File: config.mk
export PLATFORM = sky130hd
export DESIGN_NAME = bmp_front
export DESIGN_NICKNAME = d
export VERILOG_FILES = /design/src/rtl/bmp_pkg.sv /design/src/rtl/bmp_front.sv
export SDC_FILE = /design/constraint.sdc
export NUM_CORES = 1
export LEC_CHECK = 0
export ABC_AREA = 1
export ABC_CLOCK_PERIOD_IN_PS = 6000
export BUFFER_PORTS_ARGS = -buffer_cell sky130_fd_sc_hd__buf_2
export CORE_ASPECT_RATIO = 1.5
export CORE_MARGIN = 5
export CORE_UTILIZATION = 45
export DETAILED_ROUTE_END_ITERATION = 8
export MAX_ROUTING_LAYER = met4
export PLACE_DENSITY = 0.62
export SKIP_LAST_GASP = 1
export SLEW_MARGIN = 20
export SYNTH_ARGS = -nofsm -noshare
export SYNTH_HDL_FRONTEND = slang
export SYNTH_SLANG_ARGS = --single-unit
export TNS_END_PERCENT = 30
File: constraint.sdc
create_clock -name clk -period 6 [get_ports clk]
set_clock_uncertainty 0.05 [all_clocks]
set_input_delay 1.2 -clock clk [delete_from_list [all_inputs] [get_ports clk]]
set_output_delay 1.2 -clock clk [all_outputs]
set_load 0.01 [all_outputs]
File: src/rtl/bmp_pkg.sv
package bmp_pkg;

	localparam int unsigned VAL_W = 30;
	localparam int unsigned ARG_W = 12;
	localparam logic [VAL_W-1:0] PRIME = 30'd998244353;
	localparam logic [VAL_W-1:0] EXPO = 30'd998244351;

	typedef enum logic [2:0] {
		INIT_FWD,
		INIT_POW,
		INIT_BWD,
		INIT_DONE
	} init_state_t;

	typedef struct packed {
		logic             zero;
		logic [ARG_W-1:0] top;
		logic [ARG_W-1:0] choose;
		logic [ARG_W-1:0] diff;
	} query_t;

	typedef struct packed {
		logic             valid;
		logic [VAL_W-1:0] x;
		logic [VAL_W-1:0] y;
	} mul_req_t;

endpackage

File: src/rtl/bmp_front.sv
module bmp_front #(
	parameter int unsigned TABLE_DEPTH = 4096
) (
	input  logic                      clk,
	input  logic                      arst_n,
	input  logic                      ready,
	input  logic                      in_valid,
	output logic                      in_stall,
	input  logic [bmp_pkg::ARG_W-1:0] top,
	input  logic [bmp_pkg::ARG_W-1:0] choose,
	output logic                      q_valid,
	input  logic                      q_stall,
	output bmp_pkg::query_t           q_data
);
	localparam int unsigned QD = 4;
	bmp_pkg::query_t fifo_q [QD];
	logic [1:0] wp_q, rp_q;
	logic [2:0] cnt_q;
	logic push, pop;
	bmp_pkg::query_t cls;

	assign in_stall = !ready || (cnt_q == 3'(QD));
	assign push = in_valid && !in_stall;
	assign q_valid = cnt_q != 3'd0;
	assign pop = q_valid && !q_stall;
	assign q_data = fifo_q[rp_q];

	always_comb begin
		cls.top = top;
		cls.choose = choose;
		cls.diff = top - choose;
		cls.zero = (choose > top) || (32'(top) >= TABLE_DEPTH);
	end

	always_ff @(posedge clk or negedge arst_n) begin
		if (!arst_n) begin
			wp_q <= '0;
			rp_q <= '0;
			cnt_q <= '0;
		end else begin
			if (push) wp_q <= wp_q + 2'd1;
			if (pop) rp_q <= rp_q + 2'd1;
			cnt_q <= cnt_q + 3'(push) - 3'(pop);
		end
	end

	always_ff @(posedge clk) begin
		if (push) fifo_q[wp_q] <= cls;
	end
endmodule

Yosys cells after proc, flatten, opt, wreduce, memory -nomap -nowiden. Memory sizes are Yosys's and may differ from the RTL's. Cells that the tools add are included.

Equal/unequal tests: 1. Multiplexer cells: 2. Reductions and logical operators: 7. $lt $le $gt $ge: 1. Add/sub/neg operators: 5.

Operator list (count): greater-than comparator 12 bit (1); subtractor 12 bit (1); adder 2 x 1 -> 2 bit, second input constant (2); adder 3 x 1 -> 3 bit (1); equality test 3 bit, second input constant (1); logical NOT 1 bit (3); nonzero test 3 bit (1); subtractor 3 x 1 -> 3 bit (1); logical AND 1 bit (2); two-way mux 1 bit (2); logical OR 1 bit (1).

Flip-flop bits (word level): 7. Input bits: 29. Output and inout port bits: 39. Memories kept: 1. Logic and storage cells: 20. Memory bits (writable): 148.

Memories: fifo_q (depth 4, width 37, read ports 1, clocked after Yosys merged registers in 0, wr ports 1, line bmp_front.sv:16) `bmp_pkg::query_t fifo_q [QD];`.

Longest topological paths before layout. Gate-level depths: netlist of run 1.

Depth in word-level cells: 6. Mapped depth: 10. Depth with buffers taken out: 10.

Worst setup path before layout of run 1. No wires, ideal clock.

Path kind: input port to flip-flop. Start point: in in_valid. End point: mem fifo_q[0][0] (netlist name) (enable). Setup slack: 2.583 ns. Path buffers: 0. Data arrival time: 2.935 ns. Cell stages on the path: 2. Required time: 5.519 ns. Path through: nand3_2 nor2_1.

Word-level cells in the longest chain between the ends: 3.

RTL lines: from (decl) (line bmp_front.sv:7) `input logic in_valid,`; logical AND 1 bit (line bmp_front.sv:23) `assign push = in_valid && !in_stall;`; two-way mux 1 bit (line bmp_front.sv:48) `if (push) fifo_q[wp_q] <= cls;`; two-way mux 1 bit (implied by the code) (line bmp_front.sv:48); to (decl) (line bmp_front.sv:16).

No other way between the ends.

==> impl_results.md, run 1 <==
* Crit-path max FO at 76
* Maximum clock rate at 251.1 MHz
* Final wirelength at 14580 um
* Pins over their slew limit at 0
* CP most frequent cell: buf_4
* TritonCTS Buffers at 17
* CP Capture Type: output pin
* Setup crit start kind: flip-flop
* Reg-to-reg endpoint: cnt_q[2]
* Status: completed
* Power Density at 461.0 nW/um^2
* Final hold violations at 0
* Die area at 17310 um^2
* Setup_tns at 0 ns
* CP required at 4.75 ns
* Initial antenna violation count at 1
* Crit path launch: rp_q[0]
* Final Hold Slack at 0.4518 ns
* Crit Path Category: reg2out
* CTS tree: yes
* Slowest cell on crit path: inv_2
* Setup ws final at 2.017 ns
* Die width at 109.1 um
* CTS Sinks at 155
* Area contributors post-synth: edfxtp_1, nor2_1, o21ai_0, o22ai_1, ha_1
* Remaining global-route overflow at 0
* Worst vdd ir at 0.1874 mV
* MaxCap Viol Count at 0
* Yosys warns at 0
* R2r startpoint: cnt_q[1]
* Port Buffers at 67
* Initial drt markers at 283
* Largest stage delay on the critical path at 0.59 ns
* Flops & latches, synth at 155
* CTS H-tree lvls at 4
* Synth top cells by count: edfxtp_1, nor2_1, o21ai_0
* Layout cells sized above 1 at 17.52%
* Worst-Margin Slew at 0.7257 ns
* Crit path DAT at 2.73 ns
* Ys flop type: edfxtp_1
* Post-Synthesis Cell Area at 6630 um^2
* Die Y at 158.7 um
* Vias/cell at 5.198
* Area leader, netlist: edfxtp_1
* R2R depth at 9
* Largest net degree at the start of global routing at 77
* Min-delay src: cnt_q[2]
* Placed cells at 793
* TritonRoute pass-1 iters at 4
* Library cells used by synthesis at 29
* DRC Markers at 0
* Number of flops mapped to enable cells by yosys at 148
* Root Buffer: clkbuf_16
* Hold Path Stages at 1
* Total Routing Usage GR at 18.35%
* Post-CTS Resized at 0
* DPL Wire Length at 9366 um
* Part of the Yosys area used for sequential elements at 69.67%
* Slew Limit Headroom at 51.62%
* RSZ-0062 raised after global routing: no
* Post-synth top area share at 67.03%
* Post-route ant nets at 0
* Vias in the first global route at 4586
* WP buf/inv at 4
* Postcts setup bufs at 0
* Synthesized area per cell at 12.14 um^2
* Leakage power at 0.002934 uW
* Gpl congestion at 0.8774
* Crit-path leading delay family: buffers and inverters
* Final period utilization at 66.38%
* Place WS at 2.355 ns
* Hold-fix buffers, CTS at 0
* CTS Buffer Depth at 2
* Worst-Skew Late Latency at 0.40 ns
* Final nets at 665
* DR WL/cell at 17.67 um
* Core Rows at 54
* Setup violators final at 0
* Syn_nets at 595
* Finished Layout Cells at 825
* Mapped Cells at 546
* Tmin final at 3.983 ns
* WHS Endpoint: cnt_q[2]
* Layout area overhead at 16.61%
* Initial Utilization at 45.64%
* Core Region at 14530 um^2
* Vias at 4288
* Async SR Flop Fraction at 4.516%
* Most common cell in the synthesized netlist: edfxtp_1
* CP Cell Sequence: buf_4, inv_2, buf_4, nor2_1, o22ai_1, buf_2
* IO Pins at 68
* R2R setup slack at 3.70 ns
* Type of the tightest min-delay check: reg2reg
* First-pass GRT wire length at 23130 um
* Clk slew on worst S/H paths at 0.06 ns
kinds of logic after synthesis:
| family | after synthesis | share of synthesized area [%] |
|---|---|---|
| flops | 155 | 69.67 |
| simple gates | 167 | 10.21 |
| buf+inv | 75 | 5.133 |
| compound gates | 120 | 9.794 |
| fa+ha+maj | 20 | 4.001 |
| xor+xnor | 9 | 1.189 |
area by class of cell:
class	instances	area [um^2]
tap	196	245.2
inverter	52	195.2
sequential	155	4621
multi-input combinational	316	1700
timing repair buffer	74	400.4
clock buffer	22	444.2
clock inverter	9	122.6
antenna	1	2.502
fill	1247	6795
where the power goes:
part	switching (uW)	internal, uW	total, uW
logic	778	378	1160
clock network	381	647	1030
registers	36.8	1340	1380
total	1200	2370	3560
worst reg2reg max path, stage by stage, from the launching register on:
cell and delay (ns):
dfrtp_1 0.38, inv_1 0.09, nand3_1 0.10, nand3_2 0.27, ha_1 0.40, inv_1 0.04, ha_1 0.18, fa_1 0.37
xnor2_1 0.19, xor2_1 0.15
placed cells by master (no fill, tap or decap), types with 4 or more instances in the layout:
master and instances:
buf_4 6, buf_2 67, o21ai_1 15, dfrtp_1 6
o22ai_1 37, clkbuf_1 5, xor2_1 6, ha_1 18
nand2_1 53, nor2_1 86, inv_1 49, nand3_1 11
o21ai_0 61, edfxtp_1 148, nand4_1 4, clkbuf_16 17
a21oi_1 6, nor2_4 4
state kept, by name, indices dropped and copies added, names as in the netlist:
signal	count
fifo_q	148
cnt_q	3
rp_q	2
wp_q	2
worst max path at each step:
stage / end / depth (start not counted) / slack (ns)
after detailed placement: q_data[6] / 5 / 2.36
final: q_data[31] / 6 / 2.02
after CTS: q_data[6] / 5 / 1.91
after global placement: q_data[6] / 5 / 2.50
after global routing: q_data[36] / 6 / 1.84
after floorplan: fifo_q[0][0] / 2 / 2.58
per-layer routing:
layer | GRT usage, % | vias up | wire (um)
met4 | 7.762 | 0 | 327
met3 | 3.327 | 23 | 703
li1 | - | 2065 | -
met5 | - | - | 0
met1 | 19.81 | 2081 | 5650
met2 | 32.78 | 119 | 7894
per-stage QoR:
stage	total power, uW	cell area (um^2)	utilization, %
2_1_floorplan	2171	6630	-
3_3_place_gp	2535	7142	49.16
3_5_place_dp	2581	7162	49.30
4_1_cts	3614	7729	53.20
5_1_grt	3766	7731	53.22
6_report	3564	7731	53.22
Note: power is estimated with default switching activity, not from simulation.
==> inputs of run 2 (changes only) <==
ABC_CLOCK_PERIOD_IN_PS = 4000   (was 6000)
clock period = 4 ns   (was 6 ns; I/O delays follow)
==> impl_results.md, run 2 (same netlist as run 1, synthesis figures left out) <==
* Setup violators final at 0
* Layout area overhead at 17.57%
* Largest stage delay on the critical path at 0.40 ns
* IO Pins at 68
* Hold-fix buffers, CTS at 0
* Crit Path Category: reg2out
* Worst-Margin Slew at 0.7330 ns
* Clk slew on worst S/H paths at 0.06 ns
* Reg with most FFs: fifo_q
* WP buf/inv at 3
* Finished Layout Cells at 827
* Slew Limit Headroom at 51.13%
* Initial Utilization at 45.64%
* Setup crit start kind: flip-flop
* Largest net degree at the start of global routing at 76
* Core Rows at 54
* Vias/cell at 5.222
* Initial antenna violation count at 1
* Vias at 4319
* Crit path DAT at 2.07 ns
* TritonRoute pass-1 iters at 4
* Regs by FF count: fifo_q: 148 flops, cnt_q: 3 flops
* CP Cell Sequence: inv_1, buf_4, o21ai_0, o22ai_1, buf_2
* DRC Markers at 0
* Port Buffers at 67
* Root Buffer: clkbuf_16
* DPL Wire Length at 9143 um
* Place WS at 1.355 ns
* Maximum clock rate at 342.4 MHz
* Die area at 17310 um^2
* Core Region at 14530 um^2
* CTS tree: yes
* Die Y at 158.7 um
* Slowest cell on crit path: inv_1
* Post-route ant nets at 0
* Leakage power at 0.002963 uW
* Placed cells at 794
* Gpl congestion at 0.9375
* Power after layout at 5504 uW
* Post-CTS Resized at 0
* Power Density at 706.0 nW/um^2
* Crit-path max FO at 21
* Initial drt markers at 262
* Worst vdd ir at 0.4515 mV
* CTS Buffer Depth at 2
* Max reg flops at 148
* Total Routing Usage GR at 18.41%
* Final wirelength at 14570 um
* Postcts setup bufs at 0
* Final Hold Slack at 0.1608 ns
* Crit-path leading delay family: buffers and inverters
* Pins over their slew limit at 0
* Remaining global-route overflow at 0
* Worst-Skew Late Latency at 0.41 ns
* Type of the tightest min-delay check: in2async
* DR WL/cell at 17.62 um
* Setup ws final at 1.080 ns
* CTS H-tree lvls at 4
* Commonest non-fill, non-tap cell in the layout: edfxtp_1
* CP required at 3.15 ns
* Setup_tns at 0 ns
* CP Capture Type: output pin
* Final period utilization at 73.01%
* Vias in the first global route at 4285
* Status: completed
* Final hold violations at 0
* Die width at 109.1 um
* TritonCTS Buffers at 17
* CTS Sinks at 155
* Most frequent cells in the layout: edfxtp_1, nor2_1, buf_2
* Layout cells sized above 1 at 18.41%
* MaxCap Viol Count at 0
* Tmin final at 2.920 ns
* Final nets at 666
* RSZ-0062 raised after global routing: no
* First-pass GRT wire length at 22850 um
[run 2: cell count changes in the layout (fill, tap and decap cells not counted)]
cell | previous run | this run
clkbuf_1 | 5 | 2
inv_6 | 0 | 3
clkinv_1 | 3 | 1
clkinvlp_4 | 2 | 4
buf_4 | 6 | 7
bufinv_16 | 3 | 4
clkinv_2 | 2 | 1
clkinv_4 | 0 | 1
inv_1 | 49 | 50
inv_2 | 2 | 1
[run 2: metal layers]
| metal | routed length, um | track usage, % | vias up |
|---|---|---|---|
| li1 | - | - | 2073 |
| met1 | 5810 | 21.41 | 2124 |
| met2 | 7900 | 31.20 | 104 |
| met3 | 578 | 3.651 | 18 |
| met4 | 284 | 7.401 | 0 |
| met5 | 0 | - | - |
[run 2: area by class of cell]
type | instances | area [um^2]
antenna | 1 | 2.502
clock buffer | 19 | 432.9
clock inverter | 13 | 190.2
fill | 1263 | 6731
inverter | 52 | 195.2
multi-input combinational | 316 | 1700
sequential | 155 | 4621
tap | 196 | 245.2
timing repair buffer | 75 | 407.9
[run 2: path summary, 6_finish.rpt]
kind / startpoint / endpoint / slack (ns) / cells past startpoint
setup / recovery: rp_q[1] / q_data[5] / 1.08 / 5
hold / removal: arst_n / cnt_q[0] / 0.16 / 1
setup reg to reg: cnt_q[1] / cnt_q[2] / 1.69 / 9
hold reg to reg: cnt_q[2] / cnt_q[2] / 0.45 / 1
max in group asynchronous: arst_n / rp_q[0] / 3.57 / 1
min in group clk: cnt_q[2] / cnt_q[2] / 0.45 / 1
[run 2: worst register-to-register path: cells and delay by family (launching register included)]
| kind | cells | cell delay (ns) |
|---|---|---|
| flip-flops | 1 | 0.38 |
| AND/OR/NAND/NOR | 2 | 0.37 |
| buffers and inverters | 2 | 0.13 |
| adder cells (fa/ha/maj) | 3 | 0.96 |
| XOR/XNOR | 2 | 0.35 |
[run 2: where the power goes]
part | switching, uW | total [uW] | internal, uW
registers | 55.7 | 2070 | 2010
clock network | 628 | 1680 | 1050
logic | 1170 | 1760 | 584
total | 1860 | 5500 | 3650
[run 2: through the flow]
stage	instance area, um^2	util [%]
finish	7795	53.66
detailed placement	7169	49.35
floorplan	6630	-
global route	7795	53.66
global placement	7169	49.35
CTS	7792	53.64
